## src/hw/rtl/mcb_pkg.sv

```systemverilog
// Shared types and constants for the mirrored, clipped blit generator.
// Used by mcb_job, mcb_addr and the top level; depends on nothing.
package mcb_pkg;

    // Default geometry of the block
    localparam int COORD_BITS_DEF = 12;
    localparam int PIXEL_BITS_DEF = 16;
    localparam int ADDR_BITS_DEF  = 24;

    // Configuration registers: fixed width, reset value and index codes
    localparam int CFG_BITS       = 13;
    localparam int CFG_INDEX_BITS = 2;
    localparam logic [CFG_BITS-1:0] CFG_RESET = 13'd256;

    localparam logic [CFG_INDEX_BITS-1:0] CFG_SRC_WIDTH  = 2'd0;
    localparam logic [CFG_INDEX_BITS-1:0] CFG_DST_WIDTH  = 2'd1;
    localparam logic [CFG_INDEX_BITS-1:0] CFG_DST_HEIGHT = 2'd2;

    // Input beat kinds
    typedef enum logic {
        CMD_START = 1'b0,
        CMD_STEP  = 1'b1
    } mcb_cmd_t;

    // Per-beat control carried from the job stage to the address stage
    typedef struct packed {
        logic step;     // active step: addresses and write enable are computed
        logic last;     // final position, empty job or idle step
        logic busy;     // positions of the job remain after this beat
        logic overlay;  // zero pixels are transparent
    } mcb_flags_t;

endpackage

```

## src/hw/rtl/mcb_job.sv

```systemverilog
// Job stage of the blit generator: latches the job on a start beat, walks the
// rectangle in row-major order and registers the source and destination coordinates.
// Depends on mcb_pkg.
module mcb_job import mcb_pkg::*; #(
    parameter int COORD_BITS = COORD_BITS_DEF,
    parameter int PIXEL_BITS = PIXEL_BITS_DEF
) (
    input  logic                  aclk,
    input  logic                  aresetn,
    // Incoming beat
    input  logic                  in_valid,
    output logic                  in_ready,
    input  mcb_cmd_t              in_cmd,
    input  logic [COORD_BITS-1:0] in_src_x,
    input  logic [COORD_BITS-1:0] in_src_y,
    input  logic [COORD_BITS+1:0] in_rect_width,
    input  logic [COORD_BITS+1:0] in_rect_height,
    input  logic [COORD_BITS:0]   in_dst_x,
    input  logic [COORD_BITS:0]   in_dst_y,
    input  logic                  in_overlay_mode,
    input  logic [PIXEL_BITS-1:0] in_pixel,
    // Registered beat towards the address stage
    output logic                  st_valid,
    input  logic                  st_ready,
    output logic [COORD_BITS:0]   st_src_col,
    output logic [COORD_BITS:0]   st_src_row,
    output logic [COORD_BITS+1:0] st_dst_col,
    output logic [COORD_BITS+1:0] st_dst_row,
    output logic [PIXEL_BITS-1:0] st_pixel,
    output mcb_flags_t            st_flags
);

    localparam logic [COORD_BITS:0] SIZE_LIMIT = {1'b1, {COORD_BITS{1'b0}}};

    // Saturating magnitude of a signed size
    function automatic logic [COORD_BITS:0] size_mag(input logic [COORD_BITS+1:0] v);
        logic [COORD_BITS+1:0] a;
        a = v[COORD_BITS+1] ? (~v + 1'b1) : v;
        if (a > {1'b0, SIZE_LIMIT}) begin
            size_mag = SIZE_LIMIT;
        end else begin
            size_mag = a[COORD_BITS:0];
        end
    endfunction

    // Job state
    logic [COORD_BITS-1:0] src_col_reg, src_col_next;
    logic [COORD_BITS-1:0] src_row_reg, src_row_next;
    logic [COORD_BITS:0]   width_reg, width_next;
    logic [COORD_BITS:0]   height_reg, height_next;
    logic                  mirror_cols_reg, mirror_cols_next;
    logic                  mirror_rows_reg, mirror_rows_next;
    logic [COORD_BITS:0]   dst_col_reg, dst_col_next;
    logic [COORD_BITS:0]   dst_row_reg, dst_row_next;
    logic                  overlay_reg, overlay_next;
    logic [COORD_BITS-1:0] col_reg, col_next;
    logic [COORD_BITS-1:0] row_reg, row_next;
    logic                  active_reg, active_next;

    // Stage register
    logic                  st_valid_reg;
    logic [COORD_BITS:0]   st_src_col_reg, st_src_col_next;
    logic [COORD_BITS:0]   st_src_row_reg, st_src_row_next;
    logic [COORD_BITS+1:0] st_dst_col_reg, st_dst_col_next;
    logic [COORD_BITS+1:0] st_dst_row_reg, st_dst_row_next;
    logic [PIXEL_BITS-1:0] st_pixel_reg;
    mcb_flags_t            st_flags_reg, st_flags_next;

    logic                  accept;
    logic [COORD_BITS:0]   col_inc;
    logic [COORD_BITS:0]   row_inc;
    logic [COORD_BITS:0]   col_off;
    logic [COORD_BITS:0]   row_off;

    assign in_ready = !st_valid_reg || st_ready;
    assign accept   = in_valid && in_ready;

    assign col_inc = {1'b0, col_reg} + 1'b1;
    assign row_inc = {1'b0, row_reg} + 1'b1;

    // Mirrored offsets count back from the far edge
    assign col_off = mirror_cols_reg ? (width_reg - 1'b1 - {1'b0, col_reg})
                                     : {1'b0, col_reg};
    assign row_off = mirror_rows_reg ? (height_reg - 1'b1 - {1'b0, row_reg})
                                     : {1'b0, row_reg};

    // Latch the job or advance the walk for an accepted beat
    always_comb begin
        src_col_next     = src_col_reg;
        src_row_next     = src_row_reg;
        width_next       = width_reg;
        height_next      = height_reg;
        mirror_cols_next = mirror_cols_reg;
        mirror_rows_next = mirror_rows_reg;
        dst_col_next     = dst_col_reg;
        dst_row_next     = dst_row_reg;
        overlay_next     = overlay_reg;
        col_next         = col_reg;
        row_next         = row_reg;
        active_next      = active_reg;
        st_src_col_next  = '0;
        st_src_row_next  = '0;
        st_dst_col_next  = '0;
        st_dst_row_next  = '0;
        st_flags_next    = '0;
        if (accept) begin
            case (in_cmd)
                CMD_START: begin
                    src_col_next       = in_src_x;
                    src_row_next       = in_src_y;
                    width_next         = size_mag(in_rect_width);
                    height_next        = size_mag(in_rect_height);
                    mirror_cols_next   = in_rect_width[COORD_BITS+1];
                    mirror_rows_next   = in_rect_height[COORD_BITS+1];
                    dst_col_next       = in_dst_x;
                    dst_row_next       = in_dst_y;
                    overlay_next       = in_overlay_mode;
                    col_next           = '0;
                    row_next           = '0;
                    active_next        = (width_next != '0) && (height_next != '0);
                    st_flags_next.last = !active_next;
                    st_flags_next.busy = active_next;
                end
                CMD_STEP: begin
                    if (!active_reg) begin
                        st_flags_next.last = 1'b1;
                    end else begin
                        st_src_col_next       = {1'b0, src_col_reg} + col_off;
                        st_src_row_next       = {1'b0, src_row_reg} + row_off;
                        st_dst_col_next       = {dst_col_reg[COORD_BITS], dst_col_reg}
                                                + {2'b00, col_reg};
                        st_dst_row_next       = {dst_row_reg[COORD_BITS], dst_row_reg}
                                                + {2'b00, row_reg};
                        st_flags_next.step    = 1'b1;
                        st_flags_next.overlay = overlay_reg;
                        if (col_inc >= width_reg) begin
                            col_next = '0;
                            if (row_inc >= height_reg) begin
                                row_next           = '0;
                                active_next        = 1'b0;
                                st_flags_next.last = 1'b1;
                            end else begin
                                row_next = row_inc[COORD_BITS-1:0];
                            end
                        end else begin
                            col_next = col_inc[COORD_BITS-1:0];
                        end
                        st_flags_next.busy = active_next;
                    end
                end
                default: begin
                end
            endcase
        end
    end

    // Hold job state and stage valid
    always_ff @(posedge aclk) begin
        if (!aresetn) begin
            src_col_reg     <= '0;
            src_row_reg     <= '0;
            width_reg       <= '0;
            height_reg      <= '0;
            mirror_cols_reg <= 1'b0;
            mirror_rows_reg <= 1'b0;
            dst_col_reg     <= '0;
            dst_row_reg     <= '0;
            overlay_reg     <= 1'b0;
            col_reg         <= '0;
            row_reg         <= '0;
            active_reg      <= 1'b0;
            st_valid_reg    <= 1'b0;
        end else begin
            src_col_reg     <= src_col_next;
            src_row_reg     <= src_row_next;
            width_reg       <= width_next;
            height_reg      <= height_next;
            mirror_cols_reg <= mirror_cols_next;
            mirror_rows_reg <= mirror_rows_next;
            dst_col_reg     <= dst_col_next;
            dst_row_reg     <= dst_row_next;
            overlay_reg     <= overlay_next;
            col_reg         <= col_next;
            row_reg         <= row_next;
            active_reg      <= active_next;
            if (in_ready) begin
                st_valid_reg <= in_valid;
            end
        end
    end

    // Load the stage payload on each accepted beat
    always_ff @(posedge aclk) begin
        if (accept) begin
            st_src_col_reg <= st_src_col_next;
            st_src_row_reg <= st_src_row_next;
            st_dst_col_reg <= st_dst_col_next;
            st_dst_row_reg <= st_dst_row_next;
            st_pixel_reg   <= in_pixel;
            st_flags_reg   <= st_flags_next;
        end
    end

    assign st_valid   = st_valid_reg;
    assign st_src_col = st_src_col_reg;
    assign st_src_row = st_src_row_reg;
    assign st_dst_col = st_dst_col_reg;
    assign st_dst_row = st_dst_row_reg;
    assign st_pixel   = st_pixel_reg;
    assign st_flags   = st_flags_reg;

endmodule

```

## src/hw/rtl/mcb_addr.sv

```systemverilog
// Address stage of the blit generator: one multiply-add per address, clip test,
// colour key, and the result register that faces the output channel.
// Depends on mcb_pkg.
module mcb_addr import mcb_pkg::*; #(
    parameter int COORD_BITS = COORD_BITS_DEF,
    parameter int PIXEL_BITS = PIXEL_BITS_DEF,
    parameter int ADDR_BITS  = ADDR_BITS_DEF
) (
    input  logic                  aclk,
    input  logic                  aresetn,
    // Image geometry
    input  logic [CFG_BITS-1:0]   src_pitch,
    input  logic [CFG_BITS-1:0]   dst_width,
    input  logic [CFG_BITS-1:0]   dst_height,
    // Beat from the job stage
    input  logic                  st_valid,
    output logic                  st_ready,
    input  logic [COORD_BITS:0]   st_src_col,
    input  logic [COORD_BITS:0]   st_src_row,
    input  logic [COORD_BITS+1:0] st_dst_col,
    input  logic [COORD_BITS+1:0] st_dst_row,
    input  logic [PIXEL_BITS-1:0] st_pixel,
    input  mcb_flags_t            st_flags,
    // Result beat
    output logic                  res_valid,
    input  logic                  res_ready,
    output logic [ADDR_BITS-1:0]  res_src_addr,
    output logic [ADDR_BITS-1:0]  res_dst_addr,
    output logic                  res_write_enable,
    output logic [PIXEL_BITS-1:0] res_pixel,
    output logic                  res_last,
    output logic                  res_busy
);

    localparam int PROD_W = COORD_BITS + 1 + CFG_BITS;
    localparam int SUM_W  = (PROD_W + 1 > ADDR_BITS) ? PROD_W + 1 : ADDR_BITS;
    localparam int CMP_W  = (COORD_BITS + 1 > CFG_BITS) ? COORD_BITS + 1 : CFG_BITS;

    logic                  res_valid_reg;
    logic [ADDR_BITS-1:0]  src_addr_reg, src_addr_next;
    logic [ADDR_BITS-1:0]  dst_addr_reg, dst_addr_next;
    logic                  we_reg, we_next;
    logic [PIXEL_BITS-1:0] pixel_reg;
    logic                  last_reg;
    logic                  busy_reg;

    logic                  take;
    logic                  inside_x;
    logic                  inside_y;
    logic [PROD_W-1:0]     s_prod;
    logic [PROD_W-1:0]     d_prod;
    logic [SUM_W-1:0]      s_sum;
    logic [SUM_W-1:0]      d_sum;

    assign st_ready = !res_valid_reg || res_ready;
    assign take     = st_valid && st_ready;

    // Clip against the destination image
    assign inside_x = !st_dst_col[COORD_BITS+1]
                      && (CMP_W'(st_dst_col[COORD_BITS:0]) < CMP_W'(dst_width));
    assign inside_y = !st_dst_row[COORD_BITS+1]
                      && (CMP_W'(st_dst_row[COORD_BITS:0]) < CMP_W'(dst_height));

    // Row times pitch plus column, wrapped to the address width
    assign s_prod = PROD_W'(st_src_row) * PROD_W'(src_pitch);
    assign d_prod = PROD_W'(st_dst_row[COORD_BITS:0]) * PROD_W'(dst_width);
    assign s_sum  = SUM_W'(s_prod) + SUM_W'(st_src_col);
    assign d_sum  = SUM_W'(d_prod) + SUM_W'(st_dst_col[COORD_BITS:0]);

    // Zero addresses and enable off active steps, and dst_addr and we if clipped
    always_comb begin
        src_addr_next = '0;
        dst_addr_next = '0;
        we_next       = 1'b0;
        if (st_flags.step) begin
            src_addr_next = s_sum[ADDR_BITS-1:0];
            if (inside_x && inside_y) begin
                dst_addr_next = d_sum[ADDR_BITS-1:0];
                we_next       = !st_flags.overlay || (st_pixel != '0);
            end
        end
    end

    always_ff @(posedge aclk) begin
        if (!aresetn) begin
            res_valid_reg <= 1'b0;
        end else if (st_ready) begin
            res_valid_reg <= st_valid;
        end
    end

    // Load the result beat
    always_ff @(posedge aclk) begin
        if (take) begin
            src_addr_reg <= src_addr_next;
            dst_addr_reg <= dst_addr_next;
            we_reg       <= we_next;
            pixel_reg    <= st_pixel;
            last_reg     <= st_flags.last;
            busy_reg     <= st_flags.busy;
        end
    end

    assign res_valid        = res_valid_reg;
    assign res_src_addr     = src_addr_reg;
    assign res_dst_addr     = dst_addr_reg;
    assign res_write_enable = we_reg;
    assign res_pixel        = pixel_reg;
    assign res_last         = last_reg;
    assign res_busy         = busy_reg;

endmodule

```

## src/hw/rtl/mirrored_clipped_blit_generator.sv

```systemverilog
// Mirrored, clipped blit generator with a colour key: top level.
// Holds the image geometry registers and wires mcb_job and mcb_addr to the ports.
// Depends on mcb_pkg, mcb_job and mcb_addr.
//
// Usage: send a start beat (s_tuser = 0) carrying the source rectangle, the
// destination point and the overlay mode, then one step beat (s_tuser = 1) per
// position. Each step beat carries the source pixel read at the source address
// that the result of that same step reports. Every input beat gives
// exactly one result beat on the m_ channel; m_tlast marks the final position
// of a job, an empty job or a step with no job left.
// Each accepted input beat passes the job stage register, then the result
// register, before its result can be taken. Throughput: one beat per cycle while
// m_tready stays high; the walk counters update in the same cycle a beat is taken.
// Stalls: while m_tready is low the result register holds, the job stage can
// still take one more beat, and s_tready falls only when both are full.
// Configuration: cfg_ready is always high; write the geometry while idle.
// Reset (aresetn low, synchronous): no job, both stages empty, and all three
// geometry registers back to 256.
module mirrored_clipped_blit_generator import mcb_pkg::*; #(
    parameter int COORD_BITS = COORD_BITS_DEF,
    parameter int PIXEL_BITS = PIXEL_BITS_DEF,
    parameter int ADDR_BITS  = ADDR_BITS_DEF,
    parameter int S_DATA_W   = ((6 * COORD_BITS + 7 + PIXEL_BITS + 7) / 8) * 8,
    parameter int M_DATA_W   = ((2 * ADDR_BITS + PIXEL_BITS + 2 + 7) / 8) * 8
) (
    input  logic                      aclk,
    input  logic                      aresetn,
    // Configuration write channel
    input  logic                      cfg_valid,
    output logic                      cfg_ready,
    input  logic [CFG_INDEX_BITS-1:0] cfg_index,
    input  logic [CFG_BITS-1:0]       cfg_data,
    // Input stream
    input  logic                      s_tvalid,
    output logic                      s_tready,
    // src_x, src_y, rect_width, rect_height, dst_x, dst_y, overlay_mode, pixel_in
    input  logic [S_DATA_W-1:0]       s_tdata,
    // command
    input  logic                      s_tuser,
    // Result stream
    output logic                      m_tvalid,
    input  logic                      m_tready,
    // src_addr, dst_addr, write_enable, pixel_out, busy_res
    output logic [M_DATA_W-1:0]       m_tdata,
    output logic                      m_tlast
);

    // Field offsets within s_tdata
    localparam int SX_LO = 0;
    localparam int SY_LO = COORD_BITS;
    localparam int RW_LO = 2 * COORD_BITS;
    localparam int RH_LO = 3 * COORD_BITS + 2;
    localparam int DX_LO = 4 * COORD_BITS + 4;
    localparam int DY_LO = 5 * COORD_BITS + 5;
    localparam int OV_LO = 6 * COORD_BITS + 6;
    localparam int PX_LO = 6 * COORD_BITS + 7;

    // Field offsets within m_tdata
    localparam int SA_LO = 0;
    localparam int DA_LO = ADDR_BITS;
    localparam int WE_LO = 2 * ADDR_BITS;
    localparam int PO_LO = 2 * ADDR_BITS + 1;
    localparam int BZ_LO = 2 * ADDR_BITS + 1 + PIXEL_BITS;

    logic [CFG_BITS-1:0]   src_image_width_reg;
    logic [CFG_BITS-1:0]   dst_image_width_reg;
    logic [CFG_BITS-1:0]   dst_image_height_reg;

    logic                  st_valid;
    logic                  st_ready;
    logic [COORD_BITS:0]   st_src_col;
    logic [COORD_BITS:0]   st_src_row;
    logic [COORD_BITS+1:0] st_dst_col;
    logic [COORD_BITS+1:0] st_dst_row;
    logic [PIXEL_BITS-1:0] st_pixel;
    mcb_flags_t            st_flags;

    logic [ADDR_BITS-1:0]  res_src_addr;
    logic [ADDR_BITS-1:0]  res_dst_addr;
    logic                  res_write_enable;
    logic [PIXEL_BITS-1:0] res_pixel;
    logic                  res_busy;

    assign cfg_ready = 1'b1;

    // Geometry registers; unknown indexes are dropped
    always_ff @(posedge aclk) begin
        if (!aresetn) begin
            src_image_width_reg  <= CFG_RESET;
            dst_image_width_reg  <= CFG_RESET;
            dst_image_height_reg <= CFG_RESET;
        end else if (cfg_valid && cfg_ready) begin
            case (cfg_index)
                CFG_SRC_WIDTH:  src_image_width_reg  <= cfg_data;
                CFG_DST_WIDTH:  dst_image_width_reg  <= cfg_data;
                CFG_DST_HEIGHT: dst_image_height_reg <= cfg_data;
                default: begin
                end
            endcase
        end
    end

    mcb_job #(
        .COORD_BITS (COORD_BITS),
        .PIXEL_BITS (PIXEL_BITS)
    ) u_job (
        .aclk            (aclk),
        .aresetn         (aresetn),
        .in_valid        (s_tvalid),
        .in_ready        (s_tready),
        .in_cmd          (mcb_cmd_t'(s_tuser)),
        .in_src_x        (s_tdata[SX_LO +: COORD_BITS]),
        .in_src_y        (s_tdata[SY_LO +: COORD_BITS]),
        .in_rect_width   (s_tdata[RW_LO +: COORD_BITS + 2]),
        .in_rect_height  (s_tdata[RH_LO +: COORD_BITS + 2]),
        .in_dst_x        (s_tdata[DX_LO +: COORD_BITS + 1]),
        .in_dst_y        (s_tdata[DY_LO +: COORD_BITS + 1]),
        .in_overlay_mode (s_tdata[OV_LO]),
        .in_pixel        (s_tdata[PX_LO +: PIXEL_BITS]),
        .st_valid        (st_valid),
        .st_ready        (st_ready),
        .st_src_col      (st_src_col),
        .st_src_row      (st_src_row),
        .st_dst_col      (st_dst_col),
        .st_dst_row      (st_dst_row),
        .st_pixel        (st_pixel),
        .st_flags        (st_flags)
    );

    mcb_addr #(
        .COORD_BITS (COORD_BITS),
        .PIXEL_BITS (PIXEL_BITS),
        .ADDR_BITS  (ADDR_BITS)
    ) u_addr (
        .aclk             (aclk),
        .aresetn          (aresetn),
        .src_pitch        (src_image_width_reg),
        .dst_width        (dst_image_width_reg),
        .dst_height       (dst_image_height_reg),
        .st_valid         (st_valid),
        .st_ready         (st_ready),
        .st_src_col       (st_src_col),
        .st_src_row       (st_src_row),
        .st_dst_col       (st_dst_col),
        .st_dst_row       (st_dst_row),
        .st_pixel         (st_pixel),
        .st_flags         (st_flags),
        .res_valid        (m_tvalid),
        .res_ready        (m_tready),
        .res_src_addr     (res_src_addr),
        .res_dst_addr     (res_dst_addr),
        .res_write_enable (res_write_enable),
        .res_pixel        (res_pixel),
        .res_last         (m_tlast),
        .res_busy         (res_busy)
    );

    // Pack the result beat, padding with zeros
    always_comb begin
        m_tdata                       = '0;
        m_tdata[SA_LO +: ADDR_BITS]   = res_src_addr;
        m_tdata[DA_LO +: ADDR_BITS]   = res_dst_addr;
        m_tdata[WE_LO]                = res_write_enable;
        m_tdata[PO_LO +: PIXEL_BITS]  = res_pixel;
        m_tdata[BZ_LO]                = res_busy;
    end

endmodule

```

## config.mk

```make
export PLATFORM = sky130hd
export DESIGN_NAME = mirrored_clipped_blit_generator
export DESIGN_NICKNAME = d
export VERILOG_FILES = /design/src/hw/rtl/mcb_pkg.sv /design/src/hw/rtl/mcb_job.sv /design/src/hw/rtl/mcb_addr.sv /design/src/hw/rtl/mirrored_clipped_blit_generator.sv
export SDC_FILE = /design/constraint.sdc
export NUM_CORES = 2
export LEC_CHECK = 0
export BUFFER_PORTS_ARGS = -buffer_cell sky130_fd_sc_hd__buf_2
export CAP_MARGIN = 20
export CORE_ASPECT_RATIO = 0.6
export CORE_MARGIN = 3
export CORE_UTILIZATION = 64
export CTS_BUF_LIST = sky130_fd_sc_hd__clkbuf_8
export DETAILED_ROUTE_END_ITERATION = 6
export GPL_TIMING_DRIVEN = 0
export PLACE_DENSITY = 0.87
export RECOVER_POWER = 25
export REMOVE_ABC_BUFFERS = 1
export SKIP_LAST_GASP = 1
export SLEW_MARGIN = 20
export SYNTH_ARGS = -nofsm -noshare
export SYNTH_HDL_FRONTEND = slang
export SYNTH_SLANG_ARGS = --single-unit
```

## constraint.sdc

```tcl
create_clock -name aclk -period 12.9 [get_ports aclk]
set_clock_uncertainty 0.15 [all_clocks]
set_input_delay 0 -clock aclk [delete_from_list [all_inputs] [get_ports aclk]]
set_output_delay 0 -clock aclk [all_outputs]
set_load 0.02 [all_outputs]
```

==> flow_summary.yaml <==
synthesis:
  synth_top_area_share: 0.194
  ys_seq_elements: 286
  synthFlopType: "dfxtp_1"
  async_flop_share: 0
  ys_seq_area_frac: 0.262
  syn_area_um2: 27200
  synthTopCellsByArea: "fa_1 (19%), edfxtp_1 (16%), ha_1 (13%)"
  yosysTopAreaCell: "fa_1"
  synth-edff-count: 141
  synth_cell_types: 75
  avgSynthCellArea_um2: 9.00
  syn_inst: 3025
  yosys_warnings: 0
power_and_ir_drop:
  p_total_mw: 2.53
  power.leakage_nw: 14.3
  irDropWorstVdd_v: 0.0000562
  pwr_density_cell_nw_per_um2: 80.9
clocking:
  cts.repair.resized: 0
  cts_buffers: 46
  clk_pin_slew_ns: 0.08
  cts-htree-levels: 2
  cts_buffer_depth: 3
  clock-root-buffer: "clkbuf_8"
  clk_latency_ns: 0.64
  clkSinkCount: 286
  cts_tree: "built"
global_route:
  grt_use_total: 0.354
  grt_pass1_vias: 24500
  overflow: 0
  grt_max_degree: 68
  grt_pass1_wl_mm: 128
  antenna_found_initial: 1
cells_and_area:
  final_cells: 3942
  area_growth_pct: 15.1
  nNetsFinal: 4008
  final_util: 0.760
  drive_above_1_share: 0.0657
setup_path:
  cp_max_fo: 14
  rrSetupSlack_ns: 5.74
  critPathKind: "reg -> reg"
  startpoint_type: "flip-flop"
  cp.required_ns: 13.10
  worst_setup_path_end_kind: "flip-flop"
  cp.arrival_ns: 7.36
floorplan:
  ioPinCount: 193
  core_um2: 41200
  dieHeight_um: 166
  rows: 57
  initial_core_util: 0.660
  die_x_um: 272
  dieArea_um2: 45100
routing:
  drc: 0
  drtAntennaViolNets: 0
  via_count: 23700
  wl_per_cell_um: 20.2
  wl_mm: 79.7
  drt-initial-drc-count: 2822
  viasPerCell: 6.01
  drtPass1Iterations: 6
timing:
  fin_crit_sh: 0.555
  fin_setup_tns_ns: 0
  worst_pin_slew_ns: 2.33
  period_needed_ns: 7.16
  hold_viol_final: 0
  holdWs_ns: 0.0195
  finalMaxSlewViolations: 63
  fmax_mhz: 140
  maxSlewHeadroom: -0.560
  setup_violations: 0
  rsz0062_at_grt: "false"
flow_run:
  maxCapViolCount: 1
placed_design:
  placed_cells: 3659
  io_buffers: 184
  place_congestion: 0.945
  hpwl_mm: 54.6
run_status:
  failed_checks: "capacitance limit, slew limit"
  status: "finished, violations left"
min_path:
  hp-class: "in -> reg"
critical path, stage by stage (launching register included):
cell and delay [ns]:
edfxtp_1 0.70, and2_1 0.32, fa_1 0.53, inv_1 0.05, fa_1 0.49, inv_1 0.07, fa_1 0.51, inv_1 0.06
fa_1 0.53, inv_1 0.05, fa_1 0.49, fa_1 0.43, ha_1 0.22, nor4_1 0.36, o21ai_0 0.24, a41oi_1 0.38
o21ai_0 0.47, a211o_1 0.45, a31oi_1 0.22, xnor2_1 0.14, nor2_1 0.05
repair_timing:
| action | CTS | global route |
|---|---|---|
| buffers inserted | 0 | 0 |
| endpoints found under the setup margin | 0 | 0 |
| hold buffers | 195 | 0 |
| endpoints found under the hold margin | 178 | 0 |
routing by layer:
metal | vias up | track usage | share of wire
met2 | 1583 | 0.550 | 0.44
met5 | - | 0 | 0
met1 | 11300 | 0.477 | 0.38
met4 | 0 | 0.160 | 0.054
li1 | 10500 | - | -
met3 | 342 | 0.0791 | 0.12
worst paths after layout:
check | cells after the start | from | to
setup / recovery | 20 | u_job.st_dst_row[7] | u_addr.res_dst_addr[23]
hold / removal | 4 | s_tdata[65] | u_job.dst_row_reg[0]
setup reg to reg | 20 | u_job.st_dst_row[7] | u_addr.res_dst_addr[23]
hold reg to reg | 0 | u_job.st_flags[1] | u_addr.res_busy
cells in the mapped netlist, drive strengths merged (6+ instances only):
cell and n:
edfxtp 141, fa 264, o211ai 12, xnor2 94, a211oi 16, and3 34
o21ai 115, a21boi 6, xor2 45, a21o 38, dfxtp 145, or3 15
a41oi 7, o31ai 9, nor2b 19, nor3b 6, buf 15, nor4 10
nand3 43, ha 284, o21a 12, nor2 132, a2111oi 6, a31oi 10
nor3 41, o21bai 8, nand4 13, inv 437, a211o 7, nand2 444
a21oi 179, nand2b 20, mux2i 10, and2 199, clkbuf 110, or2 8
power breakdown:
| part | switching (mW) | internal (mW) | total [mW] |
|---|---|---|---|
| clock network | 0.425 | 0.423 | 0.849 |
| registers | 0.0602 | 0.996 | 1.06 |
| logic | 0.363 | 0.267 | 0.630 |
placed cells by master, fill, tap and decap left out, types with 20 or more instances in the layout:
cell type	instances
ha_1	284
nand3_1	43
dfxtp_1	145
dlygate4sd3_1	195
nor3_1	41
xnor2_1	94
a21oi_1	179
edfxtp_1	141
a21o_1	38
and3_1	34
nor2_1	130
inv_1	452
o21ai_0	107
clkbuf_8	50
clkbuf_1	71
and2_1	199
nand2b_1	20
nand2_1	442
buf_2	115
xor2_1	45
fa_1	264
logic make-up after synthesis:
kind of cell	share of synthesized area
buf+inv	0.0805
compound gates	0.104
xor+xnor	0.0447
simple gates	0.179
flops	0.262
fa+ha+maj	0.325
mux	0.00450
other cells	0.000276
cell type report:
| type | count | area (um2) |
|---|---|---|
| antenna | 3 | 7.51 |
| clock buffer | 50 | 688 |
| clock inverter | 34 | 244 |
| fill | 2651 | 9880 |
| inverter | 437 | 1640 |
| multi-input combinational | 2182 | 18000 |
| sequential | 286 | 7140 |
| tap | 560 | 701 |
| timing repair buffer | 390 | 2970 |
through the flow:
stage | setup WS [ns] | area (um2)
after floorplan | 6.94 | 26700
after global placement | 5.74 | 28300
after detailed placement | 5.97 | 28500
after CTS | 5.95 | 31400
after global routing | 5.53 | 31300
final | 5.74 | 31300
No activity file was read; power rests on OpenSTA's default activity.
